### config.mk
export PLATFORM = sky130hd
export DESIGN_NAME = smm_ram
export DESIGN_NICKNAME = d
export VERILOG_FILES = /design/src/rtl/smm_pkg.sv /design/src/rtl/smm_ram.sv
export SDC_FILE = /design/constraint.sdc
export NUM_CORES = 2
export LEC_CHECK = 0
export BUFFER_PORTS_ARGS = -buffer_cell sky130_fd_sc_hd__buf_2
export CAP_MARGIN = 30
export CORE_ASPECT_RATIO = 2
export CORE_MARGIN = 5
export CORE_UTILIZATION = 34
export CTS_CLUSTER_SIZE = 20
export DETAILED_ROUTE_END_ITERATION = 8
export SKIP_CTS_REPAIR_TIMING = 1
export SYNTH_ARGS = -nofsm -noshare
export SYNTH_HDL_FRONTEND = slang
export SYNTH_SLANG_ARGS = --single-unit
### constraint.sdc
create_clock -name clk_i -period 2.75 [get_ports clk_i]
set_clock_uncertainty 0.15 [all_clocks]
set_input_delay 0.4125 -clock clk_i [delete_from_list [all_inputs] [get_ports clk_i]]
set_output_delay 0.4125 -clock clk_i [all_outputs]
set_load 0.1 [all_outputs]
### src/rtl/smm_pkg.sv
`timescale 1ns / 1ps
// Shared types, sizes and arithmetic helpers for the square matrix multiply.
// No dependencies; every other file of the block imports this package.
package smm_pkg;

  // Built matrix dimension and element width
  localparam int DIM       = 16;
  localparam int ELEM_BITS = 16;

  // Fixed field widths of the ports
  localparam int FUNC_BITS  = 2;
  localparam int POS_BITS   = 4;
  localparam int VALUE_BITS = 16;
  localparam int SIZE_BITS  = 5;
  localparam int RES_BITS   = 38;

  // Derived widths
  localparam int IDX_BITS   = (DIM > 1) ? $clog2(DIM) : 1;
  localparam int CNT_BITS   = $clog2(DIM + 1);
  localparam int CMP_BITS   = (CNT_BITS > SIZE_BITS) ? CNT_BITS : SIZE_BITS;
  localparam int ADDR_BITS  = (DIM > 1) ? $clog2(DIM * DIM) : 1;
  localparam int DEPTH      = DIM * DIM;
  localparam int PROD_BITS  = 2 * ELEM_BITS;
  localparam int WIDE_BITS  = (PROD_BITS > RES_BITS) ? PROD_BITS : RES_BITS + 1;
  localparam int SIZE_RESET = (DIM > 31) ? 31 : DIM;

  // Request function codes
  typedef enum logic [FUNC_BITS-1:0] {
    FUNC_LOAD_A  = 2'd0,
    FUNC_LOAD_B  = 2'd1,
    FUNC_COMPUTE = 2'd2
  } func_e;

  // Sequencer states
  typedef enum logic {
    ST_IDLE,
    ST_RUN
  } state_e;

  // One store write
  typedef struct packed {
    logic                 we;
    logic [ADDR_BITS-1:0] addr;
    logic [ELEM_BITS-1:0] data;
  } wr_t;

  // Tag that travels with each multiply-accumulate step
  typedef struct packed {
    logic                valid;
    logic                first;
    logic                last_k;
    logic                last_j;
    logic [IDX_BITS-1:0] row;
    logic [IDX_BITS-1:0] col;
  } tag_t;

  // Flat store address of (row, col)
  function automatic logic [ADDR_BITS-1:0] addr_of(input logic [IDX_BITS-1:0] r,
                                                   input logic [IDX_BITS-1:0] c);
    return ADDR_BITS'(ADDR_BITS'(r) * ADDR_BITS'(DIM) + ADDR_BITS'(c));
  endfunction

  // Clamp a wide signed value to the result range
  function automatic logic signed [RES_BITS-1:0] sat_res(
      input logic signed [WIDE_BITS-1:0] v);
    logic signed [WIDE_BITS-1:0] hi;
    logic signed [WIDE_BITS-1:0] lo;
    hi = {{(WIDE_BITS-RES_BITS+1){1'b0}}, {(RES_BITS-1){1'b1}}};
    lo = {{(WIDE_BITS-RES_BITS+1){1'b1}}, {(RES_BITS-1){1'b0}}};
    if (v > hi) begin
      return hi[RES_BITS-1:0];
    end else if (v < lo) begin
      return lo[RES_BITS-1:0];
    end
    return v[RES_BITS-1:0];
  endfunction

endpackage

### src/rtl/smm_ram.sv
`timescale 1ns / 1ps
// Element store: one write port, one read port with registered read data.
// Depends on smm_pkg for depth and widths.
module smm_ram
  import smm_pkg::*;
(
  input  logic                 clk_i,
  input  wr_t                  wr_i,
  input  logic                 re_i,
  input  logic [ADDR_BITS-1:0] raddr_i,
  output logic [ELEM_BITS-1:0] rdata_o
);

  logic [ELEM_BITS-1:0] mem_q [DEPTH];
  logic [ELEM_BITS-1:0] rdata_q;

  // Write the requested entry
  always_ff @(posedge clk_i) begin
    if (wr_i.we) begin
      mem_q[wr_i.addr] <= wr_i.data;
    end
  end

  // Registered read; hold the data while no read is issued
  always_ff @(posedge clk_i) begin
    if (re_i) begin
      rdata_q <= mem_q[raddr_i];
    end
  end

  assign rdata_o = rdata_q;

endmodule

==> impl_metrics.yaml <==
setup_path:
  reg2reg_from: "mem_q[233][6]$_DFFE_PP_"
  r2r_end: "rdata_o[6]$_DFFE_PP_"
  cp_data_arrival_time_ns: 3.53
  start_kind: "primary input"
  rrSetupSlack_ns: -0.03
  critPathRequiredTime_ns: 3.37
  end_kind: "flip-flop"
  critPathKind: "primary input to flip-flop"
  crit_path_max_fanout: 7
  crit_start: "raddr_i[0]"
  reg2regPathDepth: 7
  crit_end: "rdata_o[6]$_DFFE_PP_"
logic_synthesis:
  ys.flop_type: "edfxtp_1"
  ys_warn_count: 0
  synth_top_area_cell: "edfxtp_1"
  synthDominantCellAreaShare_pct: 77.7
  syn_area_um2: 159000
  synth_edf_count: 4112
  synth_common_cells: "edfxtp_1 (4112), mux4_2 (797), mux2i_1 (565)"
  synth_fp_nets: 7395
  async_reset_ff_share_pct: 0
  synthCells: 7360
  synth.distinct_cells: 51
  synth.most_common_cell: "edfxtp_1"
  seq_area_frac_synth_pct: 77.7
  ys_seq_elements: 4112
  synthTopCellsByArea: "edfxtp_1 (78%), mux4_2 (11%), mux2i_1 (3.6%), o221ai_1 (1.4%), nor2_1 (0.72%)"
  syn_area_per_cell_um2: 21.6
placement:
  io_buffer_count: 50
  place_congestion: 0.995
  place_hpwl_um: 328000
pwr:
  pwr-share-seq_pct: 54.7
  power.clock.fraction_pct: 38.7
  p_per_area_nw_per_um2: 664
  power.switching_mw: 28.0
  p_int_mw: 98.3
  p_leak_nw: 60.7
  vdd_drop_max_mv: 0.509
  power_frac_comb_pct: 6.6
  power.share.switching_pct: 22.1
status:
  outcome: "finished, violations left"
  violations: "setup timing"
floorplanning:
  die_height_um: 977
  placementRows: 355
  dieArea_um2: 482000
  start_util_pct: 34.1
  die_w_um: 493
  io_pins: 51
  core_um2: 466000
layout:
  regArea_um2: 123000
  fillers: 40500
  drive_gt1_share_pct: 31.6
  nets: 8510
  multi_input_area_um2: 33600
  syn2layout_area_growth_pct: 19.6
global_route:
  grt_pass1_vias: 84500
  grt-ovfl-total: 0
  grt_usage_pct: 19.4
  antenna_found_initial: 29
  grt_first_pass_wirelength_um: 666000
  grt_max_degree: 110
sta:
  setup_tns_ns: -0.351
  setup_ws_ns: -0.156
  rsz0062_at_grt: "true"
  relSlewSlack_pct: 33.6
  min_period_over_period_pct: 106
  finalCriticalPeriod_ns: 2.91
  hold_violations: 0
  setup_viol: 8
  hold_slack_ns: 0.0635
  fmax_ghz: 0.344
  report.final.slew_viol_count: 0
  worstMarginPinSlew_ns: 0.989
min_path:
  min_path_type: "primary input to flip-flop"
clock_tree:
  cts_tree: "built"
  clkTransAtPathRegs_ns: 0.07
  cts_root_buf: "clkbuf_16"
  cts_sinks: 4112
  numCtsBuffers: 326
  cts.htree.levels: 5
  cts_buffer_depth: 4
  clock_latency_ns: 0.99
routing:
  drtPass1Iterations: 7
  drcViolationCount: 0
  drt-total-wl_um: 484000
  wl_per_cell_um: 32.6
  vias_per_cell: 5.48
  ant_nets: 0
  vias: 81300
  initialDrtViolationCount: 7944
job:
  drv_cap: 0
## worst max-delay path, cell delays in order
cell and delay, ns:
buf_16 0.14, buf_12 0.19, buf_16 0.15, buf_16 0.17, buf_12 0.13, clkbuf_16 0.16
buf_8 0.12, mux4_2 0.33, o22ai_2 0.06, a21oi_1 0.13, buf_4 0.21, nand4_1 0.71
nor4_1 0.49
## logic make-up (layout without fill, tap and decap cells)
group           after synthesis  in the layout  synth area share, %
flops                      4112           4112                 77.7
mux                        1450           1450                 15.5
compound gates              786            786                 3.53
simple gates                556            557                 1.57
buf+inv                     456           1845                 1.69
other cells                   0             22                    0
## flip-flops by register name (all words and copies together) (netlist names)
register	flops
mem_q	4096
rdata_o	16
## worst min-delay path by stage
stage / slack, ns / startpoint / to / cells past startpoint
floorplan: 0.36 / wr_i[0] / mem_q[0][0]$_DFFE_PP_ / 0
global placement: 0.66 / wr_i[12] / mem_q[159][12]$_DFFE_PP_ / 1
detailed placement: 0.67 / wr_i[12] / mem_q[159][12]$_DFFE_PP_ / 1
CTS: -0.37 / wr_i[12] / mem_q[148][12]$_DFFE_PP_ / 1
global route: 0.05 / wr_i[20] / mem_q[252][4]$_DFFE_PP_ / 3
finish: 0.06 / wr_i[20] / mem_q[252][4]$_DFFE_PP_ / 3
## power groups by stage
| stage | clock network (mW) | registers, mW | logic [mW] |
|---|---|---|---|
| 4_1_cts | 49.5 | 69.1 | 7.97 |
| 6_report | 48.8 | 69.1 | 8.33 |
| 3_3_place_gp | 0 | 70.5 | 7.83 |
| 2_1_floorplan | 0 | 70.7 | 3.42 |
| 3_5_place_dp | 0 | 70.5 | 7.95 |
| 5_1_grt | 52.0 | 69.1 | 8.57 |
## area by class of cell
type / count / share of cell area, %
Clock inverter: 224 / 1.27
Timing Repair Buffer: 1238 / 7.60
Sequential cell: 4112 / 65.0
Multi-Input combinational cell: 2793 / 17.7
Antenna cell: 22 / 0.0290
Inverter: 4 / 0.0145
Tap cell: 6069 / 3.99
Clock buffer: 379 / 4.43
## cells in the final DEF, fill, tap and decap left out, types with 9 or more instances in the layout
master,synthesis,layout
buf_6,77,16
clkbuf_1,230,50
nor2_2,0,47
clkinvlp_4,0,15
a221oi_1,28,18
mux2i_1,565,565
o22ai_1,148,144
mux4_2,797,797
nor2b_1,9,9
nor4_1,17,12
a21oi_1,175,161
edfxtp_1,4112,4112
clkbuf_16,0,348
buf_2,76,31
clkinv_2,0,72
o21ai_0,37,35
nand4_1,26,26
nand3_1,35,29
buf_12,5,346
diode_2,0,22
a22o_1,32,23
nand2_1,38,36
dlygate4sd3_1,0,17
a211oi_1,18,18
buf_4,26,773
nor2_1,304,256
a22oi_1,43,40
buf_8,11,18
nor3_2,0,13
nor3_1,92,78
o221ai_1,252,237
o32ai_1,20,9
and3_1,11,11
inv_6,0,12
buf_16,0,16
o221ai_2,1,16
bufinv_16,0,41
clkinv_1,0,63
mux2_2,88,87
## through the flow
stage               total power, mW  setup WS [ns]  instance area, um^2  instances  util, %
CTS                             127         -0.916               188000      14800     40.4
finish                          126         -0.156               190000      14800     40.8
floorplan                      74.1       0.000435               159000       7360        -
global placement               78.3          -1.84               177000      14100     38.0
global route                    130        -0.0202               190000      14800     40.7
detailed placement             78.5          -1.77               177000      14100     38.0
## layer usage
layer / track usage (%) / up-vias / wire length, um
li1: - / 33500 / -
met1: 19.6 / 43600 / 152000
met2: 35.8 / 3069 / 260000
met3: 2.50 / 1033 / 24300
met4: 15.7 / 16 / 47000
met5: 0 / - / 101
(Power assumes the default switching activity.)
