`config.mk`:
```
export PLATFORM = sky130hd
export DESIGN_NAME = smm_mac
export DESIGN_NICKNAME = d
export VERILOG_FILES = /design/src/rtl/smm_pkg.sv /design/src/rtl/smm_mac.sv
export SDC_FILE = /design/constraint.sdc
export NUM_CORES = 1
export LEC_CHECK = 0
export ABC_AREA = 1
export BUFFER_PORTS_ARGS = -buffer_cell sky130_fd_sc_hd__buf_2
export CAP_MARGIN = 20
export CORE_MARGIN = 2
export CORE_UTILIZATION = 50
export DETAILED_ROUTE_END_ITERATION = 6
export PLACE_DENSITY_LB_ADDON = 0.12
export SLEW_MARGIN = 20
export SYNTH_ARGS = -nofsm -noshare
export SYNTH_HDL_FRONTEND = slang
export SYNTH_SLANG_ARGS = --single-unit
export TNS_END_PERCENT = 100
```
`constraint.sdc`:
```
create_clock -name clk_i -period 5 [get_ports clk_i]
set_input_delay 0.25 -clock clk_i [delete_from_list [all_inputs] [get_ports clk_i]]
set_output_delay 0.25 -clock clk_i [all_outputs]
set_load 0.01 [all_outputs]
```
`src/rtl/smm_pkg.sv`:
```
`timescale 1ns / 1ps
// Shared types, sizes and arithmetic helpers for the square matrix multiply.
// No dependencies; every other file of the block imports this package.
package smm_pkg;

  // Built matrix dimension and element width
  localparam int DIM       = 16;
  localparam int ELEM_BITS = 16;

  // Fixed field widths of the ports
  localparam int FUNC_BITS  = 2;
  localparam int POS_BITS   = 4;
  localparam int VALUE_BITS = 16;
  localparam int SIZE_BITS  = 5;
  localparam int RES_BITS   = 38;

  // Derived widths
  localparam int IDX_BITS   = (DIM > 1) ? $clog2(DIM) : 1;
  localparam int CNT_BITS   = $clog2(DIM + 1);
  localparam int CMP_BITS   = (CNT_BITS > SIZE_BITS) ? CNT_BITS : SIZE_BITS;
  localparam int ADDR_BITS  = (DIM > 1) ? $clog2(DIM * DIM) : 1;
  localparam int DEPTH      = DIM * DIM;
  localparam int PROD_BITS  = 2 * ELEM_BITS;
  localparam int WIDE_BITS  = (PROD_BITS > RES_BITS) ? PROD_BITS : RES_BITS + 1;
  localparam int SIZE_RESET = (DIM > 31) ? 31 : DIM;

  // Request function codes
  typedef enum logic [FUNC_BITS-1:0] {
    FUNC_LOAD_A  = 2'd0,
    FUNC_LOAD_B  = 2'd1,
    FUNC_COMPUTE = 2'd2
  } func_e;

  // Sequencer states
  typedef enum logic {
    ST_IDLE,
    ST_RUN
  } state_e;

  // One store write
  typedef struct packed {
    logic                 we;
    logic [ADDR_BITS-1:0] addr;
    logic [ELEM_BITS-1:0] data;
  } wr_t;

  // Tag that travels with each multiply-accumulate step
  typedef struct packed {
    logic                valid;
    logic                first;
    logic                last_k;
    logic                last_j;
    logic [IDX_BITS-1:0] row;
    logic [IDX_BITS-1:0] col;
  } tag_t;

  // Flat store address of (row, col)
  function automatic logic [ADDR_BITS-1:0] addr_of(input logic [IDX_BITS-1:0] r,
                                                   input logic [IDX_BITS-1:0] c);
    return ADDR_BITS'(ADDR_BITS'(r) * ADDR_BITS'(DIM) + ADDR_BITS'(c));
  endfunction

  // Clamp a wide signed value to the result range
  function automatic logic signed [RES_BITS-1:0] sat_res(
      input logic signed [WIDE_BITS-1:0] v);
    logic signed [WIDE_BITS-1:0] hi;
    logic signed [WIDE_BITS-1:0] lo;
    hi = {{(WIDE_BITS-RES_BITS+1){1'b0}}, {(RES_BITS-1){1'b1}}};
    lo = {{(WIDE_BITS-RES_BITS+1){1'b1}}, {(RES_BITS-1){1'b0}}};
    if (v > hi) begin
      return hi[RES_BITS-1:0];
    end else if (v < lo) begin
      return lo[RES_BITS-1:0];
    end
    return v[RES_BITS-1:0];
  endfunction

endpackage

```
`src/rtl/smm_mac.sv`:
```
`timescale 1ns / 1ps
// Multiply-accumulate pipeline and output register: product stage,
// saturating accumulate, result hold under stall. Depends on smm_pkg.
module smm_mac
  import smm_pkg::*;
(
  input  logic                       clk_i,
  input  logic                       rst_ni,
  input  logic                       adv_i,
  input  tag_t                       tag_i,
  input  logic [ELEM_BITS-1:0]       a_i,
  input  logic [ELEM_BITS-1:0]       b_i,
  output logic                       out_valid_o,
  output logic [POS_BITS-1:0]        result_row_o,
  output logic [POS_BITS-1:0]        result_col_o,
  output logic signed [RES_BITS-1:0] result_value_o,
  output logic                       last_o
);

  tag_t                        t1_q, t2_q;
  logic signed [PROD_BITS-1:0] prod_q;
  logic signed [RES_BITS-1:0]  acc_q, acc_d;
  logic signed [RES_BITS-1:0]  prod_sat_w;
  logic                        out_valid_q;
  logic [POS_BITS-1:0]         row_q;
  logic [POS_BITS-1:0]         col_q;
  logic signed [RES_BITS-1:0]  value_q;
  logic                        last_q;

  // Saturating accumulate of the registered product
  always_comb begin
    prod_sat_w = sat_res(WIDE_BITS'(prod_q));
    if (t2_q.first) begin
      acc_d = prod_sat_w;
    end else begin
      acc_d = sat_res(WIDE_BITS'(acc_q) + WIDE_BITS'(prod_sat_w));
    end
  end

  // Advance tags and the output valid; freeze while the result is stalled
  always_ff @(posedge clk_i or negedge rst_ni) begin
    if (!rst_ni) begin
      t1_q        <= '0;
      t2_q        <= '0;
      out_valid_q <= 1'b0;
    end else if (adv_i) begin
      t1_q        <= tag_i;
      t2_q        <= t1_q;
      out_valid_q <= t2_q.valid && t2_q.last_k;
    end
  end

  // Datapath registers
  always_ff @(posedge clk_i) begin
    if (adv_i) begin
      prod_q <= $signed(a_i) * $signed(b_i);
      if (t2_q.valid) begin
        acc_q <= acc_d;
      end
      if (t2_q.valid && t2_q.last_k) begin
        row_q   <= POS_BITS'(t2_q.row);
        col_q   <= POS_BITS'(t2_q.col);
        value_q <= acc_d;
        last_q  <= t2_q.last_j;
      end
    end
  end

  assign out_valid_o    = out_valid_q;
  assign result_row_o   = row_q;
  assign result_col_o   = col_q;
  assign result_value_o = value_q;
  assign last_o         = last_q;

endmodule

```
==> metrics.csv <==
metric,value,unit
total grt overflow,0,
largest family of logic cells by synthesized area,adder cells,
post-route insts no fill,2804,
Setup-failing EPs final,2,
Sink Count,142,
WL final,44.0,mm
"count leader, synth",nand2_1,
fraction of the mapped netlist area in simple logic gates,0.175,
HP Class,primary input to flop,
Multi-input gate area,0.0121,mm2
largest net degree at the start of global routing,68,
vias in the first global route,14500,
routed vias/inst,4.98,
Syn Std Cell Area,0.0177,mm2
global-route wire length before repair,72.7,mm
Mapped Cells,2104,
Synth Area in Compound Gates,0.0602,
placed cell count,2754,
violated checks,setup timing,
Adder-Cell Fraction of Synth Area,0.382,
IO Port Bufs,94,
setup ws final,-0.0274,ns
Worst path max stage delay,0.58,ns
post-route cell area,0.0215,mm2
final core utilization,0.619,
nets@finish,2766,
post-synth top area cell,fa_1,
top post-synthesis cells by count,"nand2_1 (558), inv_1 (494), fa_1 (263)",
"critical path, cell by cell",buf_12 > buf_4 > nand2_2 > fa_1 > inv_1 > fa_1 > inv_2 > fa_2 > inv_2 > fa_1 > fa_1 > fa_1 > ha_4 > nand2_2 > inv_2 > nand3_2 > nor2_4 > nand4_1 > nand3_2 > a21oi_4 > buf_4 > xnor2_1,
Fmax,0.199,GHz
buffers plus inverters on the worst setup path,7,
"Async S/R FF share, synth",0.176,
CP most frequent cell,fa_1,
status,"finished, violations left",
CP max-delay cell,fa_1,
max-cap viol count,0,
Die Span Y,192,um
Top delay family on crit path,adder cells,
Ys Warns,0,
Placement Cell Area,0.0203,mm2
number of fill cells,3069,
Synth Area in XOR/XNOR,0.0277,
Initial Util,0.511,
crit path capture type,flop,
layout cells sized above 1,0.208,
Synth area leaders,"fa_1 (30%), edfxtp_1 (20%), nand2_1 (12%)",
antenna cell count,0,
synth unique cells,43,
crit share post-route,1.01,
Die Wd,192,um
sequential fraction of the synthesis area,0.233,
Max clock buf depth,2,
vias,14000,
Total GRT Usage,0.251,
critical path data arrival time,5.21,ns
crit path kind,primary input to flop,
Worst slew margin,0.435,
Seq. cell area,0.00414,mm2
clk slew on worst S/H paths,0.06,ns
Post-Syn Area per Cell,8.43,um2
Setup Skew,0.00968,ns
DR iter-0 viols,780,
H-tree level count,4,
RSZ-0062 raised after global routing,true,
mux cell area share after synthesis,0.00127,
Die Area,0.0370,mm2
WP data required,5.18,ns
Root Buffer,clkbuf_16,
Yosys top cell area share,0.297,
#FFs+latches synth,142,
TritonCTS clock tree,done,
WL per Instance,15.7,um
DRT Pass-1 Iters,7,
num ports,95,
Core Box Area,0.0347,mm2
main flop type after synthesis,edfxtp_1,
Final Hold Fails,0,
CP max FO,9,
Worst-Skew Late Latency,0.43,ns
max-slew violation count,0,
Post-synth EDFFs,117,
initial antenna violation count,0,
row count,68,
Area Growth Syn to Fin,21.1,%
Placer Congestion,0.940,
worst-margin pin slew,0.845,ns
DRC viols,0,
crit start category,primary input,
ANT nets after route,0,
min cycle time layout,5.03,ns
Num CTS Buffers,17,
Syn Nets,2534,
post-DP HPWL,36.8,mm
-- worst min-delay path, cell delays in order --
cell and delay [ns]:
buf_2 0.07, nand2_1 0.04, o21ai_0 0.06
-- metal layers --
layer  GRT usage  up-vias  routed length [um]
li1            -     6804                   -
met1       0.336     6784               19600
met2       0.442      316               21900
met3      0.0200       50                1750
met4      0.0602        0                 822
met5           0        -                   0
-- cell families after synthesis --
family / Yosys count
AOI/OAI and AO/OA: 189
xor gates and xnor gates: 56
adders and majority gates: 383
buffers and inverters: 560
DFF: 142
muxes: 2
and+or+nand+nor: 772
-- per-stage QoR --
step / setup TNS (ns) / hold slack (ns) / setup slack (ns)
after floorplan: -0.980 / -0.0456 / -0.155
after global placement: -8.77 / 0.262 / -0.684
after detailed placement: -9.63 / 0.279 / -0.745
after CTS: 0 / 0.0170 / 0.00164
after global routing: -0.889 / 0.0342 / -0.140
final: -0.0288 / 0.0327 / -0.0274
-- final cells by class --
cell class | instances | area share
tap | 455 | 0.0265
clock buffer | 20 | 0.0223
inverter | 496 | 0.0870
multi-input combinational | 1402 | 0.564
sequential | 142 | 0.193
timing repair buffer | 277 | 0.102
clock inverter | 12 | 0.00548
-- registers in the layout (all words and copies together), names as in the netlist --
signal / cells
result_row_o: 4
result_col_o: 4
prod_q: 32
t1_q: 12
last_o: 1
result_value_o: 38
out_valid_o: 1
t2_q: 12
acc_q: 38
-- layout by cell type, fill, tap and decap left out, types with 11 or more instances in the layout --
cell type    n
nand4_1     13
o21ai_0     28
inv_2       30
o21bai_1    13
buf_2       64
a21oi_2     16
xnor2_1     18
dfrtp_1     25
nand2_2     35
buf_4      170
clkbuf_16   19
fa_1       247
ha_1       101
edfxtp_1   117
nand2_1    521
buf_12      11
inv_1      464
fa_2        16
buf_6       21
a21oi_1     96
ha_4        19
nand3_1     38
xor2_1      38
nor2_1     111
-- final timing paths --
| check | startpoint | end | slack, ns | cells past startpoint |
|---|---|---|---|---|
| setup / recovery | b_i[6] | prod_q[22]$_DFFE_PP_ | -0.03 | 22 |
| hold / removal | tag_i[1] | t1_q[1]$_DFFE_PN0P_ | 0.03 | 3 |
| setup reg to reg | prod_q[0]$_DFFE_PP_ | acc_q[6]$_DFFE_PP_ | 1.42 | 14 |
| hold reg to reg | t2_q[3]$_DFFE_PN0P_ | result_col_o[3]$_DFFE_PP_ | 0.45 | 0 |
| max in group asynchronous | rst_ni | t2_q[0]$_DFFE_PN0P_ | 4.28 | 2 |
| min in group asynchronous | rst_ni | t1_q[8]$_DFFE_PN0P_ | 0.35 | 2 |
-- timing repair --
item                                    4_1_cts  5_1_grt
endpoints found under the setup margin       14       18
hold buffers                                  1        0
endpoints found under the hold margin        25        0
cloned                                        0        0
setup buffers                                 2       15
pin swaps                                    12       79
gates resized for setup                      29      143
Power is not shown: default switching activity piles up to over one toggle a cycle in this logic, so the estimate is an artifact.
