### config.mk
export PLATFORM = sky130hd
export DESIGN_NAME = smm_ctrl
export DESIGN_NICKNAME = d
export VERILOG_FILES = /design/src/rtl/smm_pkg.sv /design/src/rtl/smm_ctrl.sv
export SDC_FILE = /design/constraint.sdc
export NUM_CORES = 1
export LEC_CHECK = 0
export CAP_MARGIN = 40
export CORE_UTILIZATION = 57
export CTS_CLUSTER_SIZE = 28
export DETAILED_ROUTE_END_ITERATION = 7
export DONT_BUFFER_PORTS = 1
export PLACE_DENSITY_LB_ADDON = 0.3
export SYNTH_ARGS = -nofsm -noshare
export SYNTH_HDL_FRONTEND = slang
export SYNTH_SLANG_ARGS = --single-unit
### constraint.sdc
create_clock -name clk_i -period 6.95 [get_ports clk_i]
set_input_delay 1.0425 -clock clk_i [delete_from_list [all_inputs] [get_ports clk_i]]
set_output_delay 1.0425 -clock clk_i [all_outputs]
set_load 0.05 [all_outputs]
### src/rtl/smm_pkg.sv
`timescale 1ns / 1ps
// Shared types, sizes and arithmetic helpers for the square matrix multiply.
// No dependencies; every other file of the block imports this package.
package smm_pkg;

  // Built matrix dimension and element width
  localparam int DIM       = 16;
  localparam int ELEM_BITS = 16;

  // Fixed field widths of the ports
  localparam int FUNC_BITS  = 2;
  localparam int POS_BITS   = 4;
  localparam int VALUE_BITS = 16;
  localparam int SIZE_BITS  = 5;
  localparam int RES_BITS   = 38;

  // Derived widths
  localparam int IDX_BITS   = (DIM > 1) ? $clog2(DIM) : 1;
  localparam int CNT_BITS   = $clog2(DIM + 1);
  localparam int CMP_BITS   = (CNT_BITS > SIZE_BITS) ? CNT_BITS : SIZE_BITS;
  localparam int ADDR_BITS  = (DIM > 1) ? $clog2(DIM * DIM) : 1;
  localparam int DEPTH      = DIM * DIM;
  localparam int PROD_BITS  = 2 * ELEM_BITS;
  localparam int WIDE_BITS  = (PROD_BITS > RES_BITS) ? PROD_BITS : RES_BITS + 1;
  localparam int SIZE_RESET = (DIM > 31) ? 31 : DIM;

  // Request function codes
  typedef enum logic [FUNC_BITS-1:0] {
    FUNC_LOAD_A  = 2'd0,
    FUNC_LOAD_B  = 2'd1,
    FUNC_COMPUTE = 2'd2
  } func_e;

  // Sequencer states
  typedef enum logic {
    ST_IDLE,
    ST_RUN
  } state_e;

  // One store write
  typedef struct packed {
    logic                 we;
    logic [ADDR_BITS-1:0] addr;
    logic [ELEM_BITS-1:0] data;
  } wr_t;

  // Tag that travels with each multiply-accumulate step
  typedef struct packed {
    logic                valid;
    logic                first;
    logic                last_k;
    logic                last_j;
    logic [IDX_BITS-1:0] row;
    logic [IDX_BITS-1:0] col;
  } tag_t;

  // Flat store address of (row, col)
  function automatic logic [ADDR_BITS-1:0] addr_of(input logic [IDX_BITS-1:0] r,
                                                   input logic [IDX_BITS-1:0] c);
    return ADDR_BITS'(ADDR_BITS'(r) * ADDR_BITS'(DIM) + ADDR_BITS'(c));
  endfunction

  // Clamp a wide signed value to the result range
  function automatic logic signed [RES_BITS-1:0] sat_res(
      input logic signed [WIDE_BITS-1:0] v);
    logic signed [WIDE_BITS-1:0] hi;
    logic signed [WIDE_BITS-1:0] lo;
    hi = {{(WIDE_BITS-RES_BITS+1){1'b0}}, {(RES_BITS-1){1'b1}}};
    lo = {{(WIDE_BITS-RES_BITS+1){1'b1}}, {(RES_BITS-1){1'b0}}};
    if (v > hi) begin
      return hi[RES_BITS-1:0];
    end else if (v < lo) begin
      return lo[RES_BITS-1:0];
    end
    return v[RES_BITS-1:0];
  endfunction

endpackage

### src/rtl/smm_ctrl.sv
`timescale 1ns / 1ps
// Request decoder and read sequencer: size register, store writes and the
// column/term counters that issue store reads. Depends on smm_pkg.
module smm_ctrl
  import smm_pkg::*;
(
  input  logic                  clk_i,
  input  logic                  rst_ni,
  input  logic                  in_valid_i,
  output logic                  in_stall_o,
  input  logic [FUNC_BITS-1:0]  func_i,
  input  logic [POS_BITS-1:0]   row_i,
  input  logic [POS_BITS-1:0]   col_i,
  input  logic [VALUE_BITS-1:0] value_i,
  input  logic                  cfg_we_i,
  input  logic [SIZE_BITS-1:0]  cfg_wdata_i,
  input  logic                  adv_i,
  output wr_t                   wr_a_o,
  output wr_t                   wr_b_o,
  output logic                  re_o,
  output logic [ADDR_BITS-1:0]  raddr_a_o,
  output logic [ADDR_BITS-1:0]  raddr_b_o,
  output tag_t                  tag_o
);

  state_e               state_q, state_d;
  logic [SIZE_BITS-1:0] size_q;
  logic [IDX_BITS-1:0]  row_q, row_d;
  logic [IDX_BITS-1:0]  j_q, j_d;
  logic [IDX_BITS-1:0]  k_q, k_d;
  logic [CMP_BITS-1:0]  n_w;
  logic                 accept_w;
  logic                 in_range_w;
  logic                 start_w;
  logic                 last_k_w;
  logic                 last_j_w;
  logic                 issue_w;
  logic [ELEM_BITS-1:0] elem_w;
  logic [ADDR_BITS-1:0] load_addr_w;

  // Size in use, clamped to the built dimension
  always_comb begin
    if (CMP_BITS'(size_q) > CMP_BITS'(DIM)) begin
      n_w = CMP_BITS'(DIM);
    end else begin
      n_w = CMP_BITS'(size_q);
    end
  end

  assign accept_w   = in_valid_i && !in_stall_o;
  assign in_range_w = (CMP_BITS'(row_i) < CMP_BITS'(DIM)) &&
                      (CMP_BITS'(col_i) < CMP_BITS'(DIM));
  assign start_w    = accept_w && (func_i == FUNC_COMPUTE) &&
                      (CMP_BITS'(row_i) < n_w);
  assign last_k_w   = (CMP_BITS'(k_q) == n_w - CMP_BITS'(1));
  assign last_j_w   = (CMP_BITS'(j_q) == n_w - CMP_BITS'(1));
  assign elem_w     = ELEM_BITS'($signed(value_i));
  assign load_addr_w = addr_of(IDX_BITS'(row_i), IDX_BITS'(col_i));

  // Next state
  always_comb begin
    state_d = state_q;
    unique case (state_q)
      ST_IDLE: begin
        if (start_w) begin
          state_d = ST_RUN;
        end
      end
      ST_RUN: begin
        if (adv_i && last_k_w && last_j_w) begin
          state_d = ST_IDLE;
        end
      end
      default: state_d = ST_IDLE;
    endcase
  end

  // Outputs and counter updates
  always_comb begin
    in_stall_o = 1'b0;
    issue_w    = 1'b0;
    row_d      = row_q;
    j_d        = j_q;
    k_d        = k_q;
    unique case (state_q)
      ST_IDLE: begin
        if (start_w) begin
          row_d = IDX_BITS'(row_i);
          j_d   = '0;
          k_d   = '0;
        end
      end
      ST_RUN: begin
        in_stall_o = 1'b1;
        issue_w    = adv_i;
        if (adv_i) begin
          if (last_k_w) begin
            k_d = '0;
            j_d = j_q + IDX_BITS'(1);
          end else begin
            k_d = k_q + IDX_BITS'(1);
          end
        end
      end
      default: in_stall_o = 1'b1;
    endcase
  end

  // Store writes for load requests
  always_comb begin
    wr_a_o.we   = accept_w && in_range_w && (func_i == FUNC_LOAD_A);
    wr_a_o.addr = load_addr_w;
    wr_a_o.data = elem_w;
    wr_b_o.we   = accept_w && in_range_w && (func_i == FUNC_LOAD_B);
    wr_b_o.addr = load_addr_w;
    wr_b_o.data = elem_w;
  end

  // Read issue: A row term k, B column j term k
  assign re_o          = issue_w;
  assign raddr_a_o     = addr_of(row_q, k_q);
  assign raddr_b_o     = addr_of(k_q, j_q);
  assign tag_o.valid   = issue_w;
  assign tag_o.first   = (k_q == '0);
  assign tag_o.last_k  = last_k_w;
  assign tag_o.last_j  = last_j_w;
  assign tag_o.row     = row_q;
  assign tag_o.col     = j_q;

  // Control registers
  always_ff @(posedge clk_i or negedge rst_ni) begin
    if (!rst_ni) begin
      state_q <= ST_IDLE;
      size_q  <= SIZE_BITS'(SIZE_RESET);
      j_q     <= '0;
      k_q     <= '0;
    end else begin
      state_q <= state_d;
      j_q     <= j_d;
      k_q     <= k_d;
      if (cfg_we_i) begin
        size_q <= cfg_wdata_i;
      end
    end
  end

  // Requested row
  always_ff @(posedge clk_i) begin
    row_q <= row_d;
  end

endmodule

==> run summary <==
area delta synth->final = -9.822%
DRC Markers = 0
Initial DRC Count = 42
chip width = 56.32 µm
clock network fraction of design power = 7.4%
Combinational Power Share = 63.4%
total power = 0.0007600 W
CP required = 5910 ps
worst vdd ir = 0.4269 mV
Core Util, Final = 54.52%
Layout Skew = 1.376 ps
dominant cell type by area after synthesis = buf_4
vias per cell = 6.372
Synth warnings = 0
I/O pin count = 116
final hold viol count = 0
Synth Instances = 177
Reg clk slew, reported paths = 110 ps
final setup vio count = 0
CORE AREA = 2781 µm²
Seq/Total Area, Yosys = 28.05%
post_cts resized = 0
CTS root buffer = clkbuf_4
Tcrit/Tclk final = 57.68%
worst slack at placement = 3328 ps
leakage = 0.6369 nW
vias in the first global route = 1081
slowest CP cell = dfstp_2
initial antenna violation count = 0
first-pass GRT wire length = 4.988 mm
delay-heaviest family, CP = flip-flops
GR Overflow Total = 0
final setup TNS = 0 ps
clock latency on the worst-skew pair = 300 ps
unrepaired setup endpoints after global routing = false
run status = finished clean
ys flop type = dfrtp_1
main area contributors after synthesis = buf_4 (28%), dfrtp_1 (19%), edfxtp_1 (7.1%)
reg-to-reg slack, setup = 4140 ps
Worst-Margin Slew = 900.3 ps
dpl hpwl = 2.291 mm
WL/cell = 18.90 µm
ANT cells = 0
drt pass-1 iters = 4
PortBufs = 0
register share of total power = 29.2%
DRT Wirelength = 2.949 mm
Detail Route Antenna Nets = 0
cts hold-fix bufs = 0
crit end category = primary output
worst setup margin = 2941 ps
Worst path max stage delay = 650 ps
Rel. slew slack = 39.98%
Initial Utilization = 60.46%
Die Footprint = 3171 µm²
GR Util All Layers = 19.76%
crit-path cells = nand2b_1, ha_1, xnor3_1, a211oi_1, nand2_1, inv_1
die height = 56.32 µm
NetSw = 0.0003955 W
CTS Buf Count = 3
most frequent cells in the layout = dfrtp_1 (13), inv_1 (8), a32o_1 (8)
Finished Cell Area = 1516 µm²
CP Buf/Inv Count = 1
mapped cell area = 1682 µm²
H-tree levels = 1
Post-CTS Setup Bufs = 0
commonest non-fill, non-tap cell in the layout = dfrtp_1
# Max-Cap Violations = 0
Max clock buf depth = 2
# rows = 19
filler instances = 239
top-area cell type share of the netlist area = 28.13%
syn_area_per_cell = 9.501 µm²
number of synthesized flops with an enable pin = 4
Pint = 0.0003645 W
crit path max fanout = 13
Hold WC Path Type = input port to async pin
Multi-input gate area = 704.4 µm²
syn_nets = 220
Final Slew Violations = 0
instance area at placement = 1490 µm²
Sw Ratio = 52.04%
share of layout cells above drive strength 1 = 25.60%
Worst EP arrival = 2970 ps
fin nets = 169
Startpoint Class = register
Vias = 994
Distinct cells, synth = 45
Final Wtd Congestion = 0.8018
Seq. cell area = 471.7 µm²
Clock Sinks = 18
FF+latch count, synth = 18
CTS tree = built
Synth async-reset ratio = 77.78%
largest net degree at the start of global routing = 15
min Tclk post-route = 4009 ps
cell area power density = 501.2 nW/µm²
fmax = 0.2495 GHz
critical path type = register to primary output
cell type report:
type | instances | area share [%]
clock inverters | 1 | 0.2475
repair buffers | 12 | 16.17
clock buffers | 3 | 1.485
flip-flops and latches | 18 | 31.11
multi-input cells | 83 | 46.45
well taps | 31 | 2.558
inverters | 8 | 1.980
routing by layer:
layer	part of all wire (%)	global-route usage, %
met5	0	0
met4	1.3	6.620
met3	10	6.452
met2	51	34.52
met1	38	22.70
state kept, by name (all words and copies together) (netlist names):
register,count
state_q,1
size_q,5
row_q,4
j_q,4
k_q,4
metrics by stage:
stage	cells	hold slack, ps
final	156	417.5
after global placement	142	562.7
after CTS	156	415.5
after global routing	156	399.6
after floorplan	177	529.1
after detailed placement	152	572.2
cells by family (layout without fill, tap and decap cells):
kind of cell / Yosys count / in the layout / synth area share, %
flip-flops: 18 / 18 / 28.05
buffers and inverters: 76 / 24 / 31.10
XOR/XNOR: 6 / 6 / 5.060
adder cells (fa/ha/maj): 7 / 7 / 5.208
AND/OR/NAND/NOR: 39 / 39 / 13.77
multiplexers: 6 / 6 / 3.943
AO/OA/AOI/OAI: 25 / 25 / 12.87
worst paths after layout:
check | start | endpoint | cells after the start
worst max-delay path | size_q[4]$_DFFE_PN1P_ | tag_o[9] | 6
worst min-delay path | rst_ni | size_q[2]$_DFFE_PN0P_ | 0
worst max register to register | size_q[4]$_DFFE_PN1P_ | j_q[3]$_DFFE_PN0P_ | 6
worst min register to register | size_q[1]$_DFFE_PN0P_ | size_q[1]$_DFFE_PN0P_ | 1
max in group asynchronous | rst_ni | size_q[4]$_DFFE_PN1P_ | 0
min in group clk_i | size_q[1]$_DFFE_PN0P_ | size_q[1]$_DFFE_PN0P_ | 1
cell usage after synthesis (2+ instances only):
cell type / count
a2111oi_2: 2
a21oi_1: 2
a31o_2: 3
a32o_1: 8
and2_1: 3
and3_1: 2
buf_4: 63
clkbuf_1: 4
dfrtp_1: 13
edfxtp_1: 4
ha_1: 7
inv_1: 8
mux2_2: 5
nand2_1: 6
nand2b_1: 6
nand3_1: 3
nand4_1: 3
nor2_1: 5
o21ai_0: 2
xnor2_1: 3
power groups by stage:
stage                     Sequential (W)  Clock (W)  Combinational (W)
final                           0.000222  0.0000564           0.000481
after global routing            0.000229  0.0000608           0.000508
after CTS                       0.000222  0.0000571           0.000484
after detailed placement        0.000224          0           0.000482
after global placement          0.000361          0           0.000198
after floorplan                 0.000258          0           0.000379
No activity file was read; power rests on OpenSTA's default activity.
